$ cat src/rtl/safyr_pkg.sv
// ----------------------------------------------------------------------------
// safyr_pkg
// widths, register map, reset values and constant tables of the steering
// angle filter
// ----------------------------------------------------------------------------
`timescale 1ns / 1ps

package safyr_pkg;

  // default build parameters
  localparam int CORDIC_STEPS_DEF  = 16;
  localparam int FRACTION_BITS_DEF = 16;

  // arctangent table length and index width
  localparam int ATAN_LEN = 24;
  localparam int ATAN_IW  = 5;

  // field and register widths
  localparam int DATA_W      = 24;
  localparam int WHEELBASE_W = 22;
  localparam int THRESH_W    = 23;
  localparam int GAIN_W      = 17;
  localparam int ID_W        = 11;

  // apb port
  localparam int APB_AW = 5;
  localparam int APB_DW = 32;

  // register reset values
  localparam logic [WHEELBASE_W-1:0] WHEELBASE_RST   = WHEELBASE_W'(29491);
  localparam logic [THRESH_W-1:0]    THRESH_RST      = THRESH_W'(3277);
  localparam logic [GAIN_W-1:0]      ANGLE_GAIN_RST  = GAIN_W'(5898);
  localparam logic [GAIN_W-1:0]      SPEED_GAIN_RST  = GAIN_W'(5243);
  localparam logic [ID_W-1:0]        SPEED_ID_RST    = ID_W'(11'h425);
  localparam logic [ID_W-1:0]        ANGLE_ID_RST    = ID_W'(11'h080);

  // frame kinds
  localparam logic KIND_SPEED = 1'b0;
  localparam logic KIND_ANGLE = 1'b1;

  // register index (byte address / 4)
  typedef enum logic [2:0] {
    REG_WHEELBASE  = 3'd0,
    REG_THRESHOLD  = 3'd1,
    REG_ANGLE_GAIN = 3'd2,
    REG_SPEED_GAIN = 3'd3,
    REG_SPEED_ID   = 3'd4,
    REG_ANGLE_ID   = 3'd5
  } reg_idx_t;

  // saturation to the payload range
  localparam int SAT_W = 48;
  localparam logic signed [SAT_W-1:0] DATA_HI = SAT_W'((longint'(1) << (DATA_W - 1)) - 1);
  localparam logic signed [SAT_W-1:0] DATA_LO = -DATA_HI - SAT_W'(1);

  // atan(2^-i) in Q30
  function automatic logic signed [31:0] atan_q30(input logic [ATAN_IW-1:0] idx);
    logic signed [31:0] r;
    unique case (idx)
      5'd0:    r = 32'sd843314857;
      5'd1:    r = 32'sd497837829;
      5'd2:    r = 32'sd263043837;
      5'd3:    r = 32'sd133525159;
      5'd4:    r = 32'sd67021687;
      5'd5:    r = 32'sd33543516;
      5'd6:    r = 32'sd16775851;
      5'd7:    r = 32'sd8388437;
      5'd8:    r = 32'sd4194283;
      5'd9:    r = 32'sd2097149;
      5'd10:   r = 32'sd1048576;
      5'd11:   r = 32'sd524288;
      5'd12:   r = 32'sd262144;
      5'd13:   r = 32'sd131072;
      5'd14:   r = 32'sd65536;
      5'd15:   r = 32'sd32768;
      5'd16:   r = 32'sd16384;
      5'd17:   r = 32'sd8192;
      5'd18:   r = 32'sd4096;
      5'd19:   r = 32'sd2048;
      5'd20:   r = 32'sd1024;
      5'd21:   r = 32'sd512;
      5'd22:   r = 32'sd256;
      5'd23:   r = 32'sd128;
      default: r = 32'sd0;
    endcase
    return r;
  endfunction

  // clamp a wide signed value into the payload range
  function automatic logic signed [DATA_W-1:0] sat_data(input logic signed [SAT_W-1:0] v);
    logic signed [SAT_W-1:0] c;
    if (v > DATA_HI) begin
      c = DATA_HI;
    end else if (v < DATA_LO) begin
      c = DATA_LO;
    end else begin
      c = v;
    end
    return c[DATA_W-1:0];
  endfunction

endpackage

$ cat src/rtl/steering_angle_from_yaw_rate_filter_top.sv
// One word in (forward velocity, yaw rate) gives two words out: the smoothed
// velocity under speed_frame_id, then the smoothed steering angle under
// angle_frame_id, with last set on the second. The angle is atan(yaw *
// wheelbase / velocity), found by CORDIC vectoring, and is zero when the
// speed magnitude is below the threshold or the numerator is zero. A single
// add/subtract/shift datapath runs one CORDIC step per cycle and one shared
// multiplier serves the numerator and both moving averages. The step count
// is capped at 24, and the CORDIC steps are skipped when the angle is forced
// to zero. A stall on the output side holds the block. The block takes no
// new word while one is in work.
// ----------------------------------------------------------------------------
// steering_angle_from_yaw_rate_filter_top
// bicycle-model steering angle with exponential smoothing, apb register port
// ----------------------------------------------------------------------------
`timescale 1ns / 1ps

module steering_angle_from_yaw_rate_filter_top #(
  parameter int CORDIC_STEPS  = safyr_pkg::CORDIC_STEPS_DEF,
  parameter int FRACTION_BITS = safyr_pkg::FRACTION_BITS_DEF
) (
  input  logic                                 clk,
  input  logic                                 rst,
  // apb register port
  input  logic                                 psel,
  input  logic                                 penable,
  input  logic                                 pwrite,
  input  logic [safyr_pkg::APB_AW-1:0]         paddr,
  input  logic [safyr_pkg::APB_DW-1:0]         pwdata,
  output logic [safyr_pkg::APB_DW-1:0]         prdata,
  output logic                                 pready,
  // input words
  input  logic                                 item_valid,
  output logic                                 item_ready,
  input  logic signed [safyr_pkg::DATA_W-1:0]  forward_velocity,
  input  logic signed [safyr_pkg::DATA_W-1:0]  yaw_rate,
  // output frames
  output logic                                 frame_valid,
  input  logic                                 frame_ready,
  output logic                                 frame_kind,
  output logic [safyr_pkg::ID_W-1:0]           frame_id,
  output logic signed [safyr_pkg::DATA_W-1:0]  payload_value,
  output logic                                 last
);

  import safyr_pkg::*;

  localparam int FB     = FRACTION_BITS;
  localparam int NSTEPS = (CORDIC_STEPS > ATAN_LEN) ? ATAN_LEN : CORDIC_STEPS;
  localparam int IW     = $clog2(NSTEPS);
  localparam int AGW    = FB + 2;
  localparam int GW     = (FB + 1 > GAIN_W) ? FB + 1 : GAIN_W;
  localparam int AW     = (AGW + 1 > DATA_W + 1) ? AGW + 1 : DATA_W + 1;
  localparam int BW     = ((GW > WHEELBASE_W) ? GW : WHEELBASE_W) + 1;
  localparam int PW     = AW + BW;
  localparam int XM     = DATA_W + FB + 1;
  localparam int YM     = DATA_W + WHEELBASE_W + 1;
  localparam int CW     = ((XM > YM) ? XM : YM) + 3;
  localparam int ZW     = 33;
  localparam int SH     = 30 - FB;

  localparam logic [GW-1:0]        GAIN_ONE = GW'(longint'(1) << FB);
  localparam logic signed [ZW:0]   Z_HALF   = (ZW + 1)'(longint'(1) << (SH - 1));
  localparam logic signed [PW-1:0] P_HALF   = PW'(longint'(1) << (FB - 1));

  typedef enum logic [3:0] {
    S_IDLE,
    S_MUL_NUM,
    S_PREP,
    S_ITER,
    S_ROUND,
    S_ANG_MUL,
    S_ANG_ADD,
    S_SPD_MUL,
    S_SPD_ADD,
    S_SEND
  } state_t;

  // configuration registers
  logic [WHEELBASE_W-1:0] wheelbase;
  logic [THRESH_W-1:0]    velocity_threshold;
  logic [GAIN_W-1:0]      angle_gain;
  logic [GAIN_W-1:0]      speed_gain;
  logic [ID_W-1:0]        speed_frame_id;
  logic [ID_W-1:0]        angle_frame_id;

  // sequencer and datapath registers
  state_t                  state;
  logic signed [DATA_W-1:0] vel;
  logic signed [DATA_W-1:0] yaw;
  logic signed [PW-1:0]    prod;
  logic signed [CW-1:0]    cx;
  logic signed [CW-1:0]    cy;
  logic signed [ZW-1:0]    cz;
  logic [IW-1:0]           step;
  logic signed [AGW-1:0]   raw_angle;
  logic signed [AGW-1:0]   smoothed_angle;
  logic signed [DATA_W-1:0] smoothed_speed;

  // combinational helpers
  logic [GW-1:0]           angle_gain_eff;
  logic [GW-1:0]           speed_gain_eff;
  logic signed [AGW:0]     ang_diff;
  logic signed [DATA_W:0]  spd_diff;
  logic signed [AW-1:0]    mul_a;
  logic signed [BW-1:0]    mul_b;
  logic signed [PW-1:0]    mul_p;
  logic [DATA_W-1:0]       vel_u;
  logic [DATA_W-1:0]       speed_abs;
  logic signed [CW-1:0]    num;
  logic                    angle_zero;
  logic signed [CW-1:0]    xs;
  logic signed [CW-1:0]    ys;
  logic signed [ZW-1:0]    atan_step;
  logic signed [ZW:0]      z_round;
  logic signed [ZW:0]      z_shift;
  logic signed [PW-1:0]    e_round;
  logic signed [PW-1:0]    e_shift;
  logic signed [AGW-1:0]   ang_new;
  logic signed [DATA_W-1:0] spd_new;

  assign pready     = 1'b1;
  assign item_ready = (state == S_IDLE);

  // register writes
  always_ff @(posedge clk) begin
    if (rst) begin
      wheelbase          <= WHEELBASE_RST;
      velocity_threshold <= THRESH_RST;
      angle_gain         <= ANGLE_GAIN_RST;
      speed_gain         <= SPEED_GAIN_RST;
      speed_frame_id     <= SPEED_ID_RST;
      angle_frame_id     <= ANGLE_ID_RST;
    end else if (psel && penable && pwrite) begin
      unique case (reg_idx_t'(paddr[APB_AW-1:2]))
        REG_WHEELBASE:  wheelbase          <= pwdata[WHEELBASE_W-1:0];
        REG_THRESHOLD:  velocity_threshold <= pwdata[THRESH_W-1:0];
        REG_ANGLE_GAIN: angle_gain         <= pwdata[GAIN_W-1:0];
        REG_SPEED_GAIN: speed_gain         <= pwdata[GAIN_W-1:0];
        REG_SPEED_ID:   speed_frame_id     <= pwdata[ID_W-1:0];
        REG_ANGLE_ID:   angle_frame_id     <= pwdata[ID_W-1:0];
        default: ;
      endcase
    end
  end

  // register reads
  always_comb begin
    unique case (reg_idx_t'(paddr[APB_AW-1:2]))
      REG_WHEELBASE:  prdata = APB_DW'(wheelbase);
      REG_THRESHOLD:  prdata = APB_DW'(velocity_threshold);
      REG_ANGLE_GAIN: prdata = APB_DW'(angle_gain);
      REG_SPEED_GAIN: prdata = APB_DW'(speed_gain);
      REG_SPEED_ID:   prdata = APB_DW'(speed_frame_id);
      REG_ANGLE_ID:   prdata = APB_DW'(angle_frame_id);
      default:        prdata = '0;
    endcase
  end

  // gains above one act as exactly one
  assign angle_gain_eff = (GW'(angle_gain) > GAIN_ONE) ? GAIN_ONE : GW'(angle_gain);
  assign speed_gain_eff = (GW'(speed_gain) > GAIN_ONE) ? GAIN_ONE : GW'(speed_gain);

  // filter error terms
  assign ang_diff = (AGW + 1)'(raw_angle) - (AGW + 1)'(smoothed_angle);
  assign spd_diff = (DATA_W + 1)'(vel) - (DATA_W + 1)'(smoothed_speed);

  // shared multiplier operand select
  always_comb begin
    unique case (state)
      S_MUL_NUM: begin
        mul_a = AW'(yaw);
        mul_b = BW'(wheelbase);
      end
      S_ANG_MUL: begin
        mul_a = AW'(ang_diff);
        mul_b = BW'(angle_gain_eff);
      end
      S_SPD_MUL: begin
        mul_a = AW'(spd_diff);
        mul_b = BW'(speed_gain_eff);
      end
      default: begin
        mul_a = '0;
        mul_b = '0;
      end
    endcase
  end

  assign mul_p = mul_a * mul_b;

  // speed magnitude, signed numerator and the zero-angle test
  assign vel_u      = vel;
  assign speed_abs  = vel_u[DATA_W-1] ? (~vel_u + DATA_W'(1)) : vel_u;
  assign num        = vel[DATA_W-1] ? -CW'(prod) : CW'(prod);
  assign angle_zero = (speed_abs < DATA_W'(velocity_threshold)) || (num == '0);

  // one cordic vectoring step
  assign xs        = cx >>> step;
  assign ys        = cy >>> step;
  assign atan_step = ZW'(atan_q30(ATAN_IW'(step)));

  // round the q30 angle to the output fraction
  assign z_round = (ZW + 1)'(cz) + Z_HALF;
  assign z_shift = z_round >>> SH;

  // filter update: s + round(gain * err)
  assign e_round = prod + P_HALF;
  assign e_shift = e_round >>> FB;
  assign ang_new = smoothed_angle + e_shift[AGW-1:0];
  assign spd_new = smoothed_speed + e_shift[DATA_W-1:0];

  // sequencer, datapath and output frame register
  always_ff @(posedge clk) begin
    if (rst) begin
      state          <= S_IDLE;
      frame_valid    <= 1'b0;
      smoothed_angle <= '0;
      smoothed_speed <= '0;
    end else begin
      unique case (state)
        S_IDLE: begin
          if (item_valid) begin
            vel   <= forward_velocity;
            yaw   <= yaw_rate;
            state <= S_MUL_NUM;
          end
        end
        S_MUL_NUM: begin
          prod  <= mul_p;
          state <= S_PREP;
        end
        S_PREP: begin
          cx   <= CW'({speed_abs, {FB{1'b0}}});
          cy   <= num;
          cz   <= '0;
          step <= '0;
          if (angle_zero) begin
            raw_angle <= '0;
            state     <= S_ANG_MUL;
          end else begin
            state <= S_ITER;
          end
        end
        S_ITER: begin
          if (!cy[CW-1]) begin
            cx <= cx + ys;
            cy <= cy - xs;
            cz <= cz + atan_step;
          end else begin
            cx <= cx - ys;
            cy <= cy + xs;
            cz <= cz - atan_step;
          end
          if (step == IW'(NSTEPS - 1)) begin
            state <= S_ROUND;
          end else begin
            step <= step + IW'(1);
          end
        end
        S_ROUND: begin
          raw_angle <= z_shift[AGW-1:0];
          state     <= S_ANG_MUL;
        end
        S_ANG_MUL: begin
          prod  <= mul_p;
          state <= S_ANG_ADD;
        end
        S_ANG_ADD: begin
          smoothed_angle <= ang_new;
          state          <= S_SPD_MUL;
        end
        S_SPD_MUL: begin
          prod  <= mul_p;
          state <= S_SPD_ADD;
        end
        S_SPD_ADD: begin
          smoothed_speed <= spd_new;
          frame_valid    <= 1'b1;
          frame_kind     <= KIND_SPEED;
          frame_id       <= speed_frame_id;
          payload_value  <= sat_data(SAT_W'(spd_new));
          last           <= 1'b0;
          state          <= S_SEND;
        end
        S_SEND: begin
          if (frame_ready) begin
            if (!last) begin
              frame_kind    <= KIND_ANGLE;
              frame_id      <= angle_frame_id;
              payload_value <= sat_data(SAT_W'(smoothed_angle));
              last          <= 1'b1;
            end else begin
              frame_valid <= 1'b0;
              state       <= S_IDLE;
            end
          end
        end
        default: state <= S_IDLE;
      endcase
    end
  end

endmodule

$ cat config.mk
export PLATFORM = sky130hd
export DESIGN_NAME = steering_angle_from_yaw_rate_filter_top
export DESIGN_NICKNAME = d
export VERILOG_FILES = /design/src/rtl/safyr_pkg.sv /design/src/rtl/steering_angle_from_yaw_rate_filter_top.sv
export SDC_FILE = /design/constraint.sdc
export NUM_CORES = 2
export LEC_CHECK = 0
export BUFFER_PORTS_ARGS = -buffer_cell sky130_fd_sc_hd__buf_2
export CORE_MARGIN = 5
export CORE_UTILIZATION = 30
export DETAILED_ROUTE_END_ITERATION = 6
export PLACE_DENSITY = 0.52
export SETUP_SLACK_MARGIN = 0.1
export SYNTH_ARGS = -nofsm -noshare
export SYNTH_HDL_FRONTEND = slang
export SYNTH_SLANG_ARGS = --single-unit
$ cat constraint.sdc
create_clock -name clk -period 29.1 [get_ports clk]
set_input_delay 2.91 -clock clk [delete_from_list [all_inputs] [get_ports clk]]
set_output_delay 2.91 -clock clk [all_outputs]
set_load 0.02 [all_outputs]
# After elaboration in Yosys (flattened, before gate mapping)
# Memory sizes are Yosys's and may differ from the RTL's. A register that Yosys moved wholly into a read port is not among the register bits.
# Cells that the tools add are included.
[op_classes] add_sub_neg=15 mul=1 n_div=0 n_lt_le_gt_ge=7 n_eq_ne=22 shifts=2 n_mux=42 bitwise=2 n_reduce_logical=25
[ops] operator="case mux 50 bit (2 select lines)" n=2
[ops] operator="2-to-1 mux 24 bit" n=7
[ops] operator="2-to-1 mux 50 bit" n=3
[ops] operator="case mux 23 bit (6 select lines)" n=1
[ops] operator="adder 50 bit" n=2
[ops] operator=">>> shifter 50 x 4 -> 50 bit" n=2
[ops] operator="subtractor 50 bit" n=2
[ops] operator="case mux 25 bit (3 select lines)" n=1
[ops] operator="case mux 22 bit (3 select lines)" n=1
[ops] operator="case mux 33 bit (2 select lines)" n=1
[ops] operator="logical NOT 50 bit" n=1
[ops] operator="negator 48 -> 50 bit" n=1
[ops] operator="multiplier 25 x 23 -> 48 bit" n=1
[ops] operator="case mux 24 bit (2 select lines)" n=1
[ops] operator="adder 40 x 17 -> 40 bit (second input constant)" n=1
[ops] operator="case mux 4 bit (10 select lines)" n=1
[ops] operator="case mux 18 bit (2 select lines)" n=1
[ops] operator="greater-than comparator 17 bit (second input constant)" n=2
[ops] operator="2-to-1 mux 17 bit" n=2
[ops] operator="adder 33 x 32 -> 33 bit" n=1
[ops] operator="2-to-1 mux 33 bit" n=1
[ops] operator="subtractor 33 x 32 -> 33 bit" n=1
[ops] operator="adder 32 x 15 -> 32 bit (second input constant)" n=1
[ops] operator="subtractor 24 x 24 -> 25 bit" n=1
[ops] operator="37 further kinds" n=78
[totals] reg_bits=436 latchBits=0 mem_bits_rw=0 romBits=480 in_bits=92 out_inout_bits=72 word_cells=139 mem_count=1
[mem_list] name="(name not given)" words=16 word_bits=30 rd=1 rd_clocked_by_memory_dff=1 write_ports=0 line="safyr_pkg.sv:59" text="unique case (idx)"

# Longest topological paths before layout
[depth] ltp_word=7 ltp_mapped=42 mapped_depth_nobuf=41

# Least setup slack after synthesis
# OpenSTA, ideal clock, no wires.
[synth_timing] kind="input to register" start="in rst" end="reg, netlist name atan_step[6]" setup_ns=0.131 arrival_ns=15.598 required_ns=28.969 path_slack_ns=13.371 stages=10 n_path_buf=1 path_cell_list="clkbuf_1 -> nor3_1 -> o21ai_1 -> inv_1 -> a21boi_1 -> inv_1 -> ha_1 -> nor2_1 -> a21oi_1 -> o21ai_0"
[synth_between] elab_chain_len=3
[synth_rtl] item="start, declared" line="steering_angle_from_yaw_rate_filter_top.sv:22" text="input logic rst,"
[synth_rtl] item="NOT 1 bit (no source line)"
[synth_rtl] item="AND reduction 3 bit (no source line)"
[synth_rtl] item="2-to-1 mux 4 bit (no source line)"
# Every way passes these cells.
# A chain may end at the register's enable or synchronous reset.

# Worst setup path after layout
[layout_timing] start="reg vel[1]" end="reg prod[47] (data pin)"
[layout_between] elab_chain_len=3
[layout_rtl] item="start, declared" line="steering_angle_from_yaw_rate_filter_top.sv:88" text="logic signed [DATA_W-1:0] vel;"
[layout_rtl] item="start signal, assigned" line="steering_angle_from_yaw_rate_filter_top.sv:223" text="vel <= forward_velocity;"
[layout_rtl] item="subtractor 24 x 24 -> 25 bit" line="steering_angle_from_yaw_rate_filter_top.sv:165" text="assign spd_diff = (DATA_W + 1)'(vel) - (DATA_W + 1)'(smoothed_speed);"
[layout_rtl] item="case mux 25 bit (3 select lines)" line="steering_angle_from_yaw_rate_filter_top.sv:169" text="unique case (state)"
[layout_rtl] item="multiplier 25 x 23 -> 48 bit" line="steering_angle_from_yaw_rate_filter_top.sv:189" text="assign mul_p = mul_a * mul_b;"
[layout_rtl] item="via mul_p[47]" line="steering_angle_from_yaw_rate_filter_top.sv:106" text="logic signed [PW-1:0] mul_p;"
[layout_rtl] item="end signal, assigned" line="steering_angle_from_yaw_rate_filter_top.sv:229" text="prod <= mul_p;"
[layout_rtl] item="end signal, assigned" line="steering_angle_from_yaw_rate_filter_top.sv:265" text="prod <= mul_p;"
[layout_rtl] item="end signal, assigned" line="steering_angle_from_yaw_rate_filter_top.sv:273" text="prod <= mul_p;"
[layout_rtl] item="end, declared" line="steering_angle_from_yaw_rate_filter_top.sv:90" text="logic signed [PW-1:0] prod;"
# The timed path passes the listed nets, and every way through them passes these cells.

==> metrics list <==
* Worst Setup End Kind: register
- In this run, post-CTS hold repair placed 0 buffers.
- Synthesis inferred 463 register bits.
- Setup violations remaining at the end of the flow were counted as 0.
- In this run, CTS created clock tree buffers numbering 57.
* Final clock period utilization by the worst path: 42.6%
- Overall via count from detail_route: 51,100
- Die span in x: 458 um
- In this run the most critical hold path is launched from velocity_threshold[22].
* Post-synth top area share: 19.5%
- By area, the combinational part of the netlist is dominated by adder cells.
- The slowest stage of the critical path is the o21ai_1 cell.
- Post-synth top cells: 1,037 x nand2_1, 795 x inv_1, 594 x nor2_1, 586 x fa_1, 499 x a21oi_1
- Setup repair after global routing left no endpoint under its margin.
- Subtracting the final worst setup slack from the clock period gives 12,390 ps.
* Worst setup path startpoint: vel[1]
- Number of global-route vias before repair: 50,200
- In the final routed layout, each cell accounts on average for 22.1 um.
- Chip Height: 458 um
- In the routed layout, each cell is associated on average with a via count of 5.29.
- Largest net degree at the start of global routing: 126
- 164 I/O pins were placed.
- In this run, post-CTS repair resized a total of 0 instances.
- Min-Delay Path Depth: 2
- Across the VDD grid, the largest voltage drop is 0.0000452 V.
* Endpoints failing hold: 0
- After global routing the overflow that remains totals 0.
- Initial core utilization: 30.1%
- Final layout net count: 8,024
* Classification of the worst setup path: reg -> reg
- Post-synthesis share of cell area spent on xor and xnor gates: 6.53%
- Sum of negative setup slack: 0 ps
- DRC marker count from the first detailed-route iteration: 4,285
- P&R area growth vs syn: 9.13%
- The number of cells on the worst reg-to-reg path is 36.
- Cell repeated most along the worst path: fa_1
- The worst setup path is launched from a register.
- Antenna-violating nets left: 0
* Clock sink total: 463
- In this run the post-CTS setup repair buffer count came out at 0.
- Leakage Power: 27.7 nW
- For this run, the register share of the synthesized area comes to 20.2%.
* Clock root buffer master: clkbuf_16
- Reg2reg start: vel[1]
- Post-detailed-placement half-perimeter wirelength: 168,000 um
* Total iterations of the first detailed-routing run: 7
- Core Rows: 164
- In the routed design, unresolved DRC markers number 4.
- The finished cells cover 65,600 um2.
- The synthesized netlist occupies a cell area of 60,100 um2.
* Synth Area in Adders: 27.5%
- Slack of the worst reg-to-reg path: 16,710 ps
- Dominant cell by count in the synthesized netlist: nand2_1
- Arrival time of data at the critical path endpoint: 12,820 ps
* Total detailed-routing wirelength: 213,000 um
- Overall power: 0.00301 W
- Clk_skew: 79.7 ps
* Max FO, Critical Path: 17
* Die area: 210,000 um2
* Data required time at the worst endpoint: 29,530 ps
* Count of buffers from port buffering: 142
- Synth cell types: 97
- Status: complete, but fails checks
- Final-report max-slew violation count: 0
* Failing checks: DRC
- TritonCTS clock tree: yes
- Power spread over the standard cell area amounts to 45.9 nW/um2.
- Critical R2R Capture: prod[47]
* Clock buffer depth: 3
* Tightest slew margin relative to the limit: 18.7%
- Worst Hold Class: reg -> reg
- Across every metal layer, demand over resource in global routing totals 19.7%.
- Mapped Cells: 6,997
- The first global-routing pass estimated 319,000 um of wire.
- The synthesized netlist devotes 13.9% of its cell area to compound gates.
* Number of synthesized flops with an enable pin: 287
* Number of warnings reported in the yosys synthesis log: 0
- The largest single stage delay on the critical path is 880 ps.
- In the synthesized netlist, mux cells make up 6.96% of the area.
- In the synthesized netlist the dominant register cell turns out to be edfxtp_1.
- After Yosys synthesis, and, or, nand and nor cells account for 17.6% of the synthesized area.
* Last weighted congestion value of the routability-driven placer: 0.925
- Yosys attributes the largest share of cell area to fa_1 20%, edfxtp_1 14%, ha_1 7.9%, nand2_1 6.5%, dfxtp_1 5.9%.
* Proportion of synthesized flip-flops having asynchronous set or reset: 0%
- Number of antenna violations at the first check in global routing: 19
* Post-Synthesis Mean Instance Area: 8.60 um2
- Clock-pin slew was measured on the worst setup and hold paths at 70 ps.
- The synthesized design spends more area on one cell type than any other, namely fa_1.
- Layout cell share with drive strength beyond 1: 8.04%
- Once placement finished, the instance area stood at 63,600 um2.
* Hold EP: velocity_threshold[22]
- Slew of the pin with the lowest slew margin: 1220 ps
- H-tree depth reported by CTS: 2
* Fmax achieved: 80.7 MHz
* Worst slack, placed: 17,010 ps
- Core box area: 200,000 um2
- Max-cap violations: 0
- At the later pin of the worst-skew pair, clock insertion delay measures 720 ps.
- Setup slack closes at 16,710 ps.
## stage by stage
step | utilization (%) | std cells | hold slack, ps
6_report | 32.9 | 9670 | 467
5_1_grt | 32.9 | 9668 | 488
4_1_cts | 32.9 | 9667 | 466
3_5_place_dp | 31.9 | 9561 | 457
3_3_place_gp | 31.9 | 9561 | 446
2_1_floorplan | - | 7005 | 436
## power breakdown
part | leakage [nW] | internal, W | switching (W)
logic | 22.7 | 0.000511 | 0.000894
clock network | 0.945 | 0.000442 | 0.000326
registers | 4.07 | 0.000763 | 0.0000789
total | 27.7 | 0.00172 | 0.00130
## placed cells by master (no fill, tap or decap), types with 69 or more instances in the layout
| cell type | count |
|---|---|
| nand2_1 | 1036 |
| inv_1 | 794 |
| nor2_1 | 591 |
| fa_1 | 586 |
| a21oi_1 | 499 |
| ha_1 | 382 |
| edfxtp_1 | 287 |
| o21ai_0 | 285 |
| xnor2_1 | 279 |
| dfxtp_1 | 176 |
| xor2_1 | 167 |
| buf_2 | 141 |
| mux2i_1 | 121 |
| a21o_1 | 110 |
| mux4_2 | 105 |
| nand3_1 | 97 |
| buf_4 | 95 |
| and2_1 | 89 |
| nor3_1 | 86 |
| nor2b_1 | 69 |
## worst max path at each step
stage | depth (start not counted) | endpoint | slack (ps)
2_1_floorplan | 10 | atan_step[6] | 13370
3_3_place_gp | 37 | prod[47] | 17260
3_5_place_dp | 37 | prod[47] | 17010
4_1_cts | 37 | prod[47] | 16970
5_1_grt | 36 | prod[47] | 16450
6_report | 36 | prod[47] | 16710
## sequential cells by signal, summed over array words and instances, names as in the netlist, 11 cells and up
| signal | count |
|---|---|
| frame_id | 11 |
| wheelbase | 22 |
| angle_frame_id | 11 |
| cy | 50 |
| raw_angle | 18 |
| velocity_threshold | 23 |
| vel | 24 |
| angle_gain | 17 |
| speed_gain | 17 |
| smoothed_angle | 18 |
| smoothed_speed | 24 |
| speed_frame_id | 11 |
| cz | 32 |
| atan_step | 28 |
| payload_value | 24 |
| prod | 48 |
| cx | 50 |
| yaw | 24 |
## layer usage
layer  share of wire, %  wire (um)  GRT usage [%]
met1                 43      92000           26.6
met2                 46      98300           32.3
met3                6.6      14200           2.83
met4                4.1       8850           6.99
met5             0.0061         13              0
## cell type report
class | count | area [um2]
clock buffers | 68 | 1500
fillers | 20900 | 134000
well taps | 2656 | 3320
inverters | 798 | 3000
multi-input cells | 5405 | 43700
diodes | 3 | 7.51
flip-flops and latches | 463 | 12100
clock inverters | 38 | 490
repair buffers | 239 | 1480
## critical path: cells and delay by family (launching register included)
| kind | cells | cell delay, ps |
|---|---|---|
| DFF | 1 | 590 |
| and+or+nand+nor | 5 | 960 |
| AOI/OAI and AO/OA | 14 | 4990 |
| adders and majority gates | 9 | 4290 |
| buffers and inverters | 6 | 500 |
| xor gates and xnor gates | 2 | 700 |
## cells by family after synthesis
| logic type | count (synthesis) |
|---|---|
| compound gates | 1362 |
| flops | 463 |
| other cells | 2 |
| buf+inv | 1137 |
| xor+xnor | 447 |
| fa+ha+maj | 968 |
| mux | 280 |
| simple gates | 2338 |
No activity file was read; power rests on OpenSTA's default activity.
